<file path="config.mk">
export PLATFORM = sky130hd
export DESIGN_NAME = bc1_block_decoder_flat
export DESIGN_NICKNAME = d
export VERILOG_FILES = /design/src/hw/rtl/bc1_pkg.sv /design/src/hw/rtl/bc1_req_if.sv /design/src/hw/rtl/bc1_rsp_if.sv /design/src/hw/rtl/bc1_front.sv /design/src/hw/rtl/bc1_queue.sv /design/src/hw/rtl/bc1_back.sv /design/src/hw/rtl/bc1_block_decoder.sv /design/src/flat_wrapper.sv
export SDC_FILE = /design/constraint.sdc
export NUM_CORES = 1
export LEC_CHECK = 0
export ABC_AREA = 0
export BUFFER_PORTS_ARGS = -buffer_cell sky130_fd_sc_hd__clkbuf_2
export CAP_MARGIN = 10
export CORE_MARGIN = 2
export CORE_UTILIZATION = 53
export DETAILED_ROUTE_END_ITERATION = 10
export PLACE_DENSITY = 0.73
export SLEW_MARGIN = 40
export SYNTH_ARGS = -nofsm -noshare
export SYNTH_HDL_FRONTEND = slang
export SYNTH_SLANG_ARGS = --single-unit
</file>
<file path="constraint.sdc">
create_clock -name clock -period 18.24 [get_ports clock]
set_clock_uncertainty 0.2 [all_clocks]
set_input_delay 3.648 -clock clock [delete_from_list [all_inputs] [get_ports clock]]
set_output_delay 3.648 -clock clock [all_outputs]
set_load 0.02 [all_outputs]
</file>
<file path="src/hw/rtl/bc1_pkg.sv">
// Shared types, constants and palette functions of the BC1 block decoder.
package bc1_pkg;

   // Number of texels in one 4x4 block and the width of a texel counter.
   localparam int TEXELS      = 16;
   localparam int TEXEL_CNT_W = $clog2(TEXELS);

   // Default depth of the queue between the front and back parts.
   localparam int Q_DEPTH = 2;

   // Alpha codes.
   localparam logic [7:0] ALPHA_OPAQUE = 8'hFF;
   localparam logic [7:0] ALPHA_CLEAR  = 8'h00;

   // Division by three as a multiply by a reciprocal, exact for inputs below 2048.
   localparam int          RECIP3_SHIFT = 11;
   localparam logic [9:0]  RECIP3       = 10'd683;

   // One RGBA8 color.
   typedef struct packed {
      logic [7:0] red;
      logic [7:0] green;
      logic [7:0] blue;
      logic [7:0] alpha;
   } color_type;

   // One classified block: its four palette colors and its index word.
   typedef struct packed {
      color_type [3:0] pal;
      logic [31:0]     index_bits;
   } entry_type;

   // Status of the queue as seen by the front and back parts.
   typedef struct packed {
      logic full;
      logic empty;
   } q_stat_type;

   // Truncating division by three of a 9-bit value.
   function automatic logic [7:0] div3(input logic [8:0] x);
      logic [18:0] prod;
      prod = 19'(x) * 19'(RECIP3);
      return prod[RECIP3_SHIFT +: 8];
   endfunction

   // Expand an RGB565 endpoint to an opaque RGBA8 color by plain shifts.
   function automatic color_type expand565(input logic [15:0] v);
      color_type c;
      c.red   = {v[15:11], 3'b000};
      c.green = {v[10:5], 2'b00};
      c.blue  = {v[4:0], 3'b000};
      c.alpha = ALPHA_OPAQUE;
      return c;
   endfunction

   // Two-thirds of a plus one-third of b, each term truncated on its own.
   function automatic logic [7:0] third_mix(input logic [7:0] a, input logic [7:0] b);
      return div3({a, 1'b0}) + div3({1'b0, b});
   endfunction

   // Half of a plus half of b, each term truncated on its own.
   function automatic logic [7:0] half_mix(input logic [7:0] a, input logic [7:0] b);
      return {1'b0, a[7:1]} + {1'b0, b[7:1]};
   endfunction

endpackage

</file>
<file path="src/hw/rtl/bc1_req_if.sv">
// Channel that carries compressed blocks into the decoder.
interface bc1_req_if;
   logic        valid;
   logic        ready;
   logic [15:0] endpoint_zero;
   logic [15:0] endpoint_one;
   logic [31:0] index_bits;

   modport source (output valid, output endpoint_zero, output endpoint_one,
                   output index_bits, input ready);
   modport sink   (input valid, input endpoint_zero, input endpoint_one,
                   input index_bits, output ready);
endinterface

</file>
<file path="src/hw/rtl/bc1_rsp_if.sv">
// Channel that carries decoded texels out of the decoder.
interface bc1_rsp_if;
   logic       valid;
   logic       ready;
   logic [7:0] red;
   logic [7:0] green;
   logic [7:0] blue;
   logic [7:0] alpha;
   logic [1:0] texel_col;
   logic [1:0] texel_row;
   logic       last_texel;

   modport source (output valid, output red, output green, output blue, output alpha,
                   output texel_col, output texel_row, output last_texel, input ready);
   modport sink   (input valid, input red, input green, input blue, input alpha,
                   input texel_col, input texel_row, input last_texel, output ready);
endinterface

</file>
<file path="src/hw/rtl/bc1_front.sv">
// Front part: accepts a compressed block and builds its four-color palette.
module bc1_front import bc1_pkg::*; (
   bc1_req_if.sink    req_chan,
   input  q_stat_type q_stat,
   output logic       push,
   output entry_type  push_entry
);

   color_type c0;
   color_type c1;
   logic      four_color;

   // A block is taken whenever the queue has room.
   assign req_chan.ready = !q_stat.full;
   assign push           = req_chan.valid && !q_stat.full;

   // Expand endpoints and choose the palette mode.
   always_comb begin
      c0         = expand565(req_chan.endpoint_zero);
      c1         = expand565(req_chan.endpoint_one);
      four_color = req_chan.endpoint_zero > req_chan.endpoint_one;

      push_entry.pal[0]     = c0;
      push_entry.pal[1]     = c1;
      push_entry.index_bits = req_chan.index_bits;
      if (four_color) begin
         push_entry.pal[2].red   = third_mix(c0.red, c1.red);
         push_entry.pal[2].green = third_mix(c0.green, c1.green);
         push_entry.pal[2].blue  = third_mix(c0.blue, c1.blue);
         push_entry.pal[2].alpha = ALPHA_OPAQUE;
         push_entry.pal[3].red   = third_mix(c1.red, c0.red);
         push_entry.pal[3].green = third_mix(c1.green, c0.green);
         push_entry.pal[3].blue  = third_mix(c1.blue, c0.blue);
         push_entry.pal[3].alpha = ALPHA_OPAQUE;
      end else begin
         push_entry.pal[2].red   = half_mix(c0.red, c1.red);
         push_entry.pal[2].green = half_mix(c0.green, c1.green);
         push_entry.pal[2].blue  = half_mix(c0.blue, c1.blue);
         push_entry.pal[2].alpha = ALPHA_OPAQUE;
         push_entry.pal[3].red   = 8'h00;
         push_entry.pal[3].green = 8'h00;
         push_entry.pal[3].blue  = 8'h00;
         push_entry.pal[3].alpha = ALPHA_CLEAR;
      end
   end

endmodule

</file>
<file path="src/hw/rtl/bc1_queue.sv">
// Short queue of classified blocks between the front and back parts.
module bc1_queue import bc1_pkg::*; #(
   parameter int DEPTH = Q_DEPTH
) (
   input  logic       clock,
   input  logic       reset,
   input  logic       push,
   input  entry_type  push_entry,
   input  logic       pop,
   output entry_type  head,
   output q_stat_type q_stat
);

   localparam int PTR_W = $clog2(DEPTH);
   localparam int CNT_W = $clog2(DEPTH + 1);

   entry_type          slot_ff [DEPTH];
   logic [PTR_W-1:0]   wr_ptr_ff;
   logic [PTR_W-1:0]   wr_ptr_in;
   logic [PTR_W-1:0]   rd_ptr_ff;
   logic [PTR_W-1:0]   rd_ptr_in;
   logic [CNT_W-1:0]   count_ff;
   logic [CNT_W-1:0]   count_in;

   assign q_stat.full  = count_ff == CNT_W'(DEPTH);
   assign q_stat.empty = count_ff == '0;
   assign head         = slot_ff[rd_ptr_ff];

   // Pointer and fill count updates.
   always_comb begin
      wr_ptr_in = wr_ptr_ff;
      rd_ptr_in = rd_ptr_ff;
      count_in  = count_ff;
      if (push) begin
         wr_ptr_in = (wr_ptr_ff == PTR_W'(DEPTH - 1)) ? '0 : wr_ptr_ff + 1'b1;
      end
      if (pop) begin
         rd_ptr_in = (rd_ptr_ff == PTR_W'(DEPTH - 1)) ? '0 : rd_ptr_ff + 1'b1;
      end
      if (push && !pop) begin
         count_in = count_ff + 1'b1;
      end else if (pop && !push) begin
         count_in = count_ff - 1'b1;
      end
   end

   always_ff @(posedge clock) begin
      if (reset) begin
         wr_ptr_ff <= '0;
         rd_ptr_ff <= '0;
         count_ff  <= '0;
      end else begin
         wr_ptr_ff <= wr_ptr_in;
         rd_ptr_ff <= rd_ptr_in;
         count_ff  <= count_in;
      end
   end

   // Entry storage needs no reset.
   always_ff @(posedge clock) begin
      if (push) begin
         slot_ff[wr_ptr_ff] <= push_entry;
      end
   end

endmodule

</file>
<file path="src/hw/rtl/bc1_back.sv">
// Back part: walks the sixteen texels of the head block into the output register.
module bc1_back import bc1_pkg::*; (
   input  logic       clock,
   input  logic       reset,
   input  entry_type  head,
   input  q_stat_type q_stat,
   output logic       pop,
   bc1_rsp_if.source  rsp_chan
);

   logic [TEXEL_CNT_W-1:0] texel_ff;
   logic [TEXEL_CNT_W-1:0] texel_in;
   logic                   valid_ff;
   logic                   valid_in;
   logic                   load;
   logic [TEXEL_CNT_W-1:0] rev_pos;
   logic [1:0]             sel;
   color_type              color_ff;
   logic [1:0]             col_ff;
   logic [1:0]             row_ff;
   logic                   last_ff;
   logic                   is_last;

   // The output register takes a new texel when empty or being drained.
   assign load    = !q_stat.empty && (!valid_ff || rsp_chan.ready);
   assign is_last = texel_ff == TEXEL_CNT_W'(TEXELS - 1);
   assign pop     = load && is_last;

   // Row 0 sits in the top byte and column 0 in the top pair of a byte.
   assign rev_pos = ~texel_ff;
   assign sel     = head.index_bits[{rev_pos, 1'b0} +: 2];

   // Control state updates.
   always_comb begin
      texel_in = load ? texel_ff + 1'b1 : texel_ff;
      if (load) begin
         valid_in = 1'b1;
      end else if (rsp_chan.ready) begin
         valid_in = 1'b0;
      end else begin
         valid_in = valid_ff;
      end
   end

   always_ff @(posedge clock) begin
      if (reset) begin
         texel_ff <= '0;
         valid_ff <= 1'b0;
      end else begin
         texel_ff <= texel_in;
         valid_ff <= valid_in;
      end
   end

   // Texel payload register.
   always_ff @(posedge clock) begin
      if (load) begin
         color_ff <= head.pal[sel];
         row_ff   <= texel_ff[3:2];
         col_ff   <= texel_ff[1:0];
         last_ff  <= is_last;
      end
   end

   assign rsp_chan.valid      = valid_ff;
   assign rsp_chan.red        = color_ff.red;
   assign rsp_chan.green      = color_ff.green;
   assign rsp_chan.blue       = color_ff.blue;
   assign rsp_chan.alpha      = color_ff.alpha;
   assign rsp_chan.texel_col  = col_ff;
   assign rsp_chan.texel_row  = row_ff;
   assign rsp_chan.last_texel = last_ff;

endmodule

</file>
<file path="src/hw/rtl/bc1_block_decoder.sv">
// Top level of the BC1 block decoder.
//
//   channel   direction  payload                                       transfer
//   req_chan  in         endpoint_zero, endpoint_one, index_bits       one block
//   rsp_chan  out        red, green, blue, alpha, texel_col/row, last  one texel
//
// A block yields sixteen texels, one per cycle while rsp_chan is ready; the back
// part's texel walk and its single output register set that rate.
// A block is taken on the cycle it arrives while the queue has room, and its first
// texel enters the output register once that register is empty or being drained.
// Reset is synchronous and clears the queue pointers, texel counter and output valid.
// A stalled rsp_chan holds the texel; the queue keeps taking blocks until it is full.
module bc1_block_decoder import bc1_pkg::*; #(
   parameter int QUEUE_DEPTH = Q_DEPTH
) (
   input  logic      clock,
   input  logic      reset,
   bc1_req_if.sink   req_chan,
   bc1_rsp_if.source rsp_chan
);

   logic       push;
   logic       pop;
   entry_type  push_entry;
   entry_type  head;
   q_stat_type q_stat;

   // Palette builder.
   bc1_front u_front (
      .req_chan   (req_chan),
      .q_stat     (q_stat),
      .push       (push),
      .push_entry (push_entry)
   );

   // Block queue.
   bc1_queue #(
      .DEPTH (QUEUE_DEPTH)
   ) u_queue (
      .clock      (clock),
      .reset      (reset),
      .push       (push),
      .push_entry (push_entry),
      .pop        (pop),
      .head       (head),
      .q_stat     (q_stat)
   );

   // Texel sequencer.
   bc1_back u_back (
      .clock    (clock),
      .reset    (reset),
      .head     (head),
      .q_stat   (q_stat),
      .pop      (pop),
      .rsp_chan (rsp_chan)
   );

endmodule

</file>
<file path="src/flat_wrapper.sv">
// flat-port wrapper written by rule: the top's interface ports become plain ports
module bc1_block_decoder_flat import bc1_pkg::*;
#(
   parameter int QUEUE_DEPTH = Q_DEPTH
)
  (clock, reset, req_chan_valid, req_chan_endpoint_zero, req_chan_endpoint_one, req_chan_index_bits, req_chan_ready, rsp_chan_valid, rsp_chan_red, rsp_chan_green, rsp_chan_blue, rsp_chan_alpha, rsp_chan_texel_col, rsp_chan_texel_row, rsp_chan_last_texel, rsp_chan_ready);
  bc1_req_if req_chan_i ();
  bc1_rsp_if rsp_chan_i ();
  input  logic clock;
  input  logic reset;
  input wire logic [$bits(req_chan_i.valid)-1:0] req_chan_valid;
  input wire logic [$bits(req_chan_i.endpoint_zero)-1:0] req_chan_endpoint_zero;
  input wire logic [$bits(req_chan_i.endpoint_one)-1:0] req_chan_endpoint_one;
  input wire logic [$bits(req_chan_i.index_bits)-1:0] req_chan_index_bits;
  output wire logic [$bits(req_chan_i.ready)-1:0] req_chan_ready;
  output wire logic [$bits(rsp_chan_i.valid)-1:0] rsp_chan_valid;
  output wire logic [$bits(rsp_chan_i.red)-1:0] rsp_chan_red;
  output wire logic [$bits(rsp_chan_i.green)-1:0] rsp_chan_green;
  output wire logic [$bits(rsp_chan_i.blue)-1:0] rsp_chan_blue;
  output wire logic [$bits(rsp_chan_i.alpha)-1:0] rsp_chan_alpha;
  output wire logic [$bits(rsp_chan_i.texel_col)-1:0] rsp_chan_texel_col;
  output wire logic [$bits(rsp_chan_i.texel_row)-1:0] rsp_chan_texel_row;
  output wire logic [$bits(rsp_chan_i.last_texel)-1:0] rsp_chan_last_texel;
  input wire logic [$bits(rsp_chan_i.ready)-1:0] rsp_chan_ready;
  assign req_chan_i.valid = req_chan_valid;
  assign req_chan_i.endpoint_zero = req_chan_endpoint_zero;
  assign req_chan_i.endpoint_one = req_chan_endpoint_one;
  assign req_chan_i.index_bits = req_chan_index_bits;
  assign req_chan_ready = req_chan_i.ready;
  assign rsp_chan_valid = rsp_chan_i.valid;
  assign rsp_chan_red = rsp_chan_i.red;
  assign rsp_chan_green = rsp_chan_i.green;
  assign rsp_chan_blue = rsp_chan_i.blue;
  assign rsp_chan_alpha = rsp_chan_i.alpha;
  assign rsp_chan_texel_col = rsp_chan_i.texel_col;
  assign rsp_chan_texel_row = rsp_chan_i.texel_row;
  assign rsp_chan_last_texel = rsp_chan_i.last_texel;
  assign rsp_chan_i.ready = rsp_chan_ready;
  bc1_block_decoder #(.QUEUE_DEPTH(QUEUE_DEPTH)) u_core (.clock(clock), .reset(reset), .req_chan(req_chan_i), .rsp_chan(rsp_chan_i));
endmodule
</file>
==> results of run 1 <==
[metrics by stage]
step                      std cells  power [mW]
after floorplan                1312        1.61
after global placement         1785        1.84
after detailed placement       1787        1.87
after CTS                      1834        2.39
after global routing           1835        2.53
final                          1835        2.39
[cells in the final DEF, fill, tap and decap left out, types with 6 or more instances in the layout]
master     synthesis  layout
xnor2_1           54      54
nand3_1            6       6
nand2b_1          13      13
o21bai_1          15      15
clkbuf_2           0     106
xor2_1            32      32
nor2_1           103     101
and3_1            13      12
a31oi_1            7       7
fa_1              42      42
a22o_1            35      35
clkbuf_1          16      10
clkbuf_16          0      27
o21a_1            11      10
dfxtp_1           10       9
nor3_1            15      15
o21ai_0           28      28
a211oi_1           6       6
edfxtp_1         256     256
inv_1            131     131
a21o_1            23      23
ha_1             183     183
nand2_1           31      30
mux2i_1           70      69
buf_4             11       8
a21oi_1           63      63
mux4_2            28      28
nand4_1            9       9
nor2b_1           21      19
[cell usage after synthesis, types with 4 or more instances]
cell / count
a211oi_1: 6
a21o_1: 23
a21oi_1: 63
a221oi_1: 4
a22o_1: 35
a31oi_1: 7
and2_1: 5
and3_1: 13
and4b_1: 4
buf_4: 11
buf_6: 6
clkbuf_1: 16
dfxtp_1: 10
edfxtp_1: 256
fa_1: 42
ha_1: 183
inv_1: 131
mux2i_1: 70
mux4_2: 28
nand2_1: 31
nand2b_1: 13
nand3_1: 6
nand3b_1: 4
nand4_1: 9
nor2_1: 103
nor2b_1: 21
nor3_1: 15
o21a_1: 11
o21ai_0: 28
o21bai_1: 15
o31ai_1: 4
or3_1: 5
xnor2_1: 54
xor2_1: 32
[per-layer routing]
layer	share of wire [%]	global-route usage (%)
met5	0	0
met4	1.3	4.10
met3	6.5	3.00
met2	46	35.3
met1	47	32.2
[critical path, cell delays in order]
cell       delay (ns)
clkbuf_2         0.17
ha_1             0.33
inv_1            0.08
fa_1             0.36
inv_1            0.09
fa_1             0.45
ha_1             0.38
and2_1           0.19
a221o_1          0.35
a21o_1           0.19
o21ai_0          0.36
nand2b_1         0.16
a21o_1           0.22
xor2_1           0.17
ha_1             0.20
or3_1            0.40
a2111oi_0        0.54
or4_1            0.21
a31oi_1          0.09
[sequential cells by signal, summed over array words and instances, names as in the netlist, named ones only]
| register | count |
|---|---|
| u_core.u_back.rsp_chan.red | 8 |
| u_core.u_back.rsp_chan.texel_row | 2 |
| u_core.u_back.rsp_chan.valid | 1 |
| u_core.u_back.rsp_chan.green | 8 |
| u_core.u_queue.wr_ptr_ff | 1 |
| u_core.u_queue.count_ff | 2 |
| u_core.u_queue.rd_ptr_ff | 1 |
| u_core.u_back.rsp_chan.blue | 8 |
| u_core.u_back.rsp_chan.texel_col | 2 |
| u_core.u_back.rsp_chan.last_texel | 1 |
| u_core.u_back.texel_ff | 4 |
| u_core.u_queue.slot_ff | 226 |
| u_core.u_back.rsp_chan.alpha | 1 |
[area by class of cell]
cell class                      count  area share, %
Antenna cell                        1         0.0136
Clock buffer                       37           3.88
Clock inverter                     10          0.565
Inverter                          132           2.69
Multi-Input combinational cell    875           43.7
Sequential cell                   266           42.9
Tap cell                          396           2.69
Timing Repair Buffer              118           3.57
[kinds of logic (layout without fill, tap and decap cells)]
family	count (synthesis)	after routing	share of synthesized area (%)
and+or+nand+nor	238	238	7.00
muxes	101	101	8.23
DFF	266	266	47.5
AOI/OAI and AO/OA	223	223	9.30
adders and majority gates	227	227	19.0
other	0	1	0
xor gates and xnor gates	86	86	4.54
buffers and inverters	171	297	4.41
[worst paths after layout]
check,to,cells after the start,slack (ns),startpoint
setup / recovery,u_core.u_queue.slot_ff[0][87]$_DFFE_PP_,19,9.67,req_chan_endpoint_zero[5]
hold reg to reg,register,2,0.31,u_core.u_queue.rd_ptr_ff$_SDFFE_PP0P_
setup reg to reg,u_core.u_back.rsp_chan.green[6]$_DFFE_PP_,9,13.98,register
hold / removal,register,2,0.31,u_core.u_queue.rd_ptr_ff$_SDFFE_PP0P_
[power by group through the flow]
stage	registers (mW)	logic [mW]	clock network, mW
after global routing	0.843	1.14	0.550
final	0.836	1.03	0.518
after global placement	0.846	0.997	0
after detailed placement	0.848	1.02	0
after CTS	0.836	1.03	0.527
after floorplan	0.870	0.741	0
==> metrics.cfg, run 1 <==
[global_route]
grt_pass1_vias=10500
grt_start_max_net_pins=81
antenna_found_initial=1
grt_pass1_wl_um=56600
grt.total_usage_pct=21.9
overflow=0

[cells_and_area]
nFillCells=2418
seqCellArea_um2=7890
drive_gt1_share_pct=13.6
finalNetCount=1712
multi_input_area_um2=8030
area_delta_synth_final_pct=10.8
post-route-cell-area_um2=18400
post-route-util_pct=59.8

[routing]
wirelength_um=35500
ant_nets=0
route.vias.total=10500
remaining_drc_errors=1
viasPerCell=5.74
drt_iter0_markers=634
wl_per_cell_um=19.4
first_pass_iters=8

[clocking]
cts-hold-fix-buffers=0
cts_root_buf=clkbuf_16
clock-sinks=266
cts_buffers=26
cts_tree=done
clockBufferDepth=3
clk_pin_slew_ns=0.06
htreeDepth=1
post_cts_resized=0
clock_latency_ns=0.53
postCtsSetupRepairBufs=0

[floorplan]
design.die.area_um2=32700
start_util_pct=54.0
die_width_um=181
rows=64
die_h_um=181
pin_count=107
core_um2=30700

[synth]
yosysTopAreaCellShare_pct=46.3
syn_nets=1605
synth_edf_count=256
synth_flop_cell=edfxtp_1
synth_area_leaders=edfxtp_1, ha_1, fa_1
yosys.area.top_type=edfxtp_1
post_synth_instance_area_um2=16600
yosysWarningCount=0
synth_cell_types=67
ys_seq_area_share_pct=47.5
async_flop_share_pct=0
syn_inst=1312
synth_area_per_cell_um2=12.6
yosys_register_bits=266

[power_and_ir_drop]
switching_share_pct=35.7
combPwrFrac_pct=43.3
leakage_nw=7.80
p_clk_share_pct=21.7
p_sw_uw=852
vdd_drop_max_mv=0.0573
cellPowerDensity_nw_per_um2=130
p_int_mw=1.53
p_seq_share_pct=35.0

[worst_setup_path]
required_ns=18.26
arrival_ns=8.59
crit_fanout=6
critical_path_class=in -> reg
startpoint_type=primary input
crit_path_end_kind=register

[outcome]
status=complete, but fails checks
violations=DRC

[place]
post-place-ws_ns=9.27
dpl_cell_area_um2=17600
dp_hpwl_um=26100
place_congestion=0.899
portBuffers=106

[timing]
period_share_pct=47.0
maxSlewHeadroom_pct=41.4
hold_violations=0
holdWs_ns=0.308
max_freq_mhz=117
setup_violations=0
slew_viol_final=0
tightest_slew_ns=0.879
period_needed_ns=8.57
worst_slack_ns=9.67
grt_setup_unrepaired=false
tns_ns=0

[run]
max_cap_violations=0

[worst_hold_path]
hold_path_class=reg -> reg

Note: power is estimated with default switching activity, not from simulation.
==> run 2, diff against run 1 <==
Settings changed: PLACE_DENSITY 0.73 to 0.76.
Clock period 18.24 ns to 7.8 ns, I/O delays scaled along.
==> run 2 against run 1 <==
Worst setup slack worse by 8.3 ns. Design area grew 0.16%. Cell count shrank 0.22%. Global-route usage shrank 0.095 points. Power grew 140%. Hold slack improved by 0.0014 ns. The flow now finishes without violations. Clock-buffer cell count down 7. Sequential power is 130% higher. Combinational power up 140%. Critical path depth is the same.
==> metrics.cfg, run 2 (same netlist as run 1, synthesis figures left out) <==
[floorplan]
rows=64
core_um2=30700
pin_count=107
die_h_um=181
start_util_pct=54.0
die_width_um=181
design.die.area_um2=32700

[worst_setup_path]
worstPathBufferInverterCount=3
arrival_ns=6.48
critical_path_class=in -> reg
startpoint_type=primary input
cpMostUsedCell=ha_1
cp_slowest_cell=a221oi_1
required_ns=7.87
cpPeakStageDelay_ns=0.48
crit_fanout=7
crit_family=adder cells
crit_path_end_kind=register
cp_cell_sequence=clkbuf_2, ha_1, inv_1, fa_1, inv_1, fa_1, ha_1, and2_1, a221o_1, a21o_1, o21ai_0, nand2b_1, xor2_1, ha_1, nand3_1, nor2_1, a221oi_1, a31oi_1, mux2_1

[global_route]
grt.total_usage_pct=21.8
grt_pass1_wl_um=56200
grtUsageMet2_pct=35.9
use_met3_pct=2.82
grt_start_max_net_pins=77
antenna_found_initial=0
grt_pass1_vias=10500
overflow=0
top_usage_layer=met2
grt_use_met1_pct=30.9

[cells_and_area]
drive_gt1_share_pct=13.9
final_common_cell=edfxtp_1
area_delta_synth_final_pct=11.0
top_register=u_core.u_queue.slot_ff
final_cells=1831
antennaDiodeCount=0
layout_common_cells=edfxtp_1, ha_1, inv_1
largest_reg_flops=226
finalNetCount=1710

[power_and_ir_drop]
power_mw=5.70
cellPowerDensity_nw_per_um2=310
vdd_drop_max_mv=0.178
leakage_nw=7.82

[clocking]
cts_tree=done
post_cts_resized=0
postCtsSetupRepairBufs=0
cts_buffers=26
cts_root_buf=clkbuf_16
clk_pin_slew_ns=0.06
cts-hold-fix-buffers=0
clockBufferDepth=3
htreeDepth=1
clock-sinks=266
clock_latency_ns=0.53

[timing]
period_needed_ns=6.41
tightest_slew_ns=0.739
tns_ns=0
setup_violations=0
grt_setup_unrepaired=false
maxSlewHeadroom_pct=50.8
max_freq_mhz=156
hold_violations=0
period_share_pct=82.1
slew_viol_final=0

[routing]
remaining_drc_errors=0
ant_nets=0
wirelength_um=35600
route.vias.total=10500
drt_iter0_markers=624
first_pass_iters=5
viasPerCell=5.73
wl_per_cell_um=19.5

[place]
portBuffers=106
dpl.cell_count=1785
dp_hpwl_um=26400
place_congestion=0.918

[worst_hold_path]
hold_path_class=reg -> reg

[outcome]
status=finished, final reports clean

[run]
max_cap_violations=0

[run 2: cell count changes in the layout (fill, tap and decap cells not counted), sizes merged]
cell and change:
clkbuf -7, bufinv +3, buf -2, clkinv +1
clkinvlp +1, diode -1, inv +1
[run 2: worst register-to-register path, cell delays in order, from the launching register on]
cell and delay, ns:
dfxtp_2 0.31, buf_4 0.46, mux4_2 0.61, mux4_2 0.51, mux2i_4 0.58, buf_6 0.63, mux2i_1 0.24, a22o_1 0.27
nor2_1 0.23
[run 2: layer usage]
metal	routed length [um]	share of wire, %	up-vias
met3	2210	6.2	54
li1	-	-	5042
met2	16600	47	313
met5	0	0	-
met1	16000	45	5091
met4	784	2.2	0
[run 2: final timing paths]
path | from | slack, ns | endpoint | cells after the start
worst min-delay path | u_core.u_queue.rd_ptr_ff$_SDFFE_PP0P_ | 0.31 | u_core.u_queue.rd_ptr_ff$_SDFFE_PP0P_ | 2
worst max register to register | register | 3.56 | u_core.u_back.rsp_chan.red[3]$_DFFE_PP_ | 8
worst min register to register | u_core.u_queue.rd_ptr_ff$_SDFFE_PP0P_ | 0.31 | u_core.u_queue.rd_ptr_ff$_SDFFE_PP0P_ | 2
worst max-delay path | req_chan_endpoint_zero[7] | 1.39 | u_core.u_queue.slot_ff[0][119]$_DFFE_PP_ | 19
[run 2: metrics by stage]
stage | setup slack (ns) | hold WS (ns) | utilization (%) | area (um^2)
floorplan | 0.660 | 0.206 | - | 16600
global placement | 1.09 | 0.283 | 56.9 | 17500
detailed placement | 0.926 | 0.296 | 57.0 | 17500
CTS | 1.47 | 0.312 | 59.9 | 18400
global route | 1.13 | 0.321 | 59.9 | 18400
finish | 1.39 | 0.310 | 59.9 | 18400
[run 2: layout make-up]
cell class	count	area [um^2]
tap	396	495
clock buffer	30	687
inverter	132	495
multi-input combinational	875	8020
timing repair buffer	116	617
clock inverter	16	215
sequential	266	7890
fill	2419	12300
[run 2: power by group]
part	leakage (nW)	switching (mW)	internal [mW]	total [mW]
Clock	0.431	0.517	0.796	1.31
Combinational	4.89	1.44	0.995	2.44
Sequential	2.50	0.0633	1.89	1.95
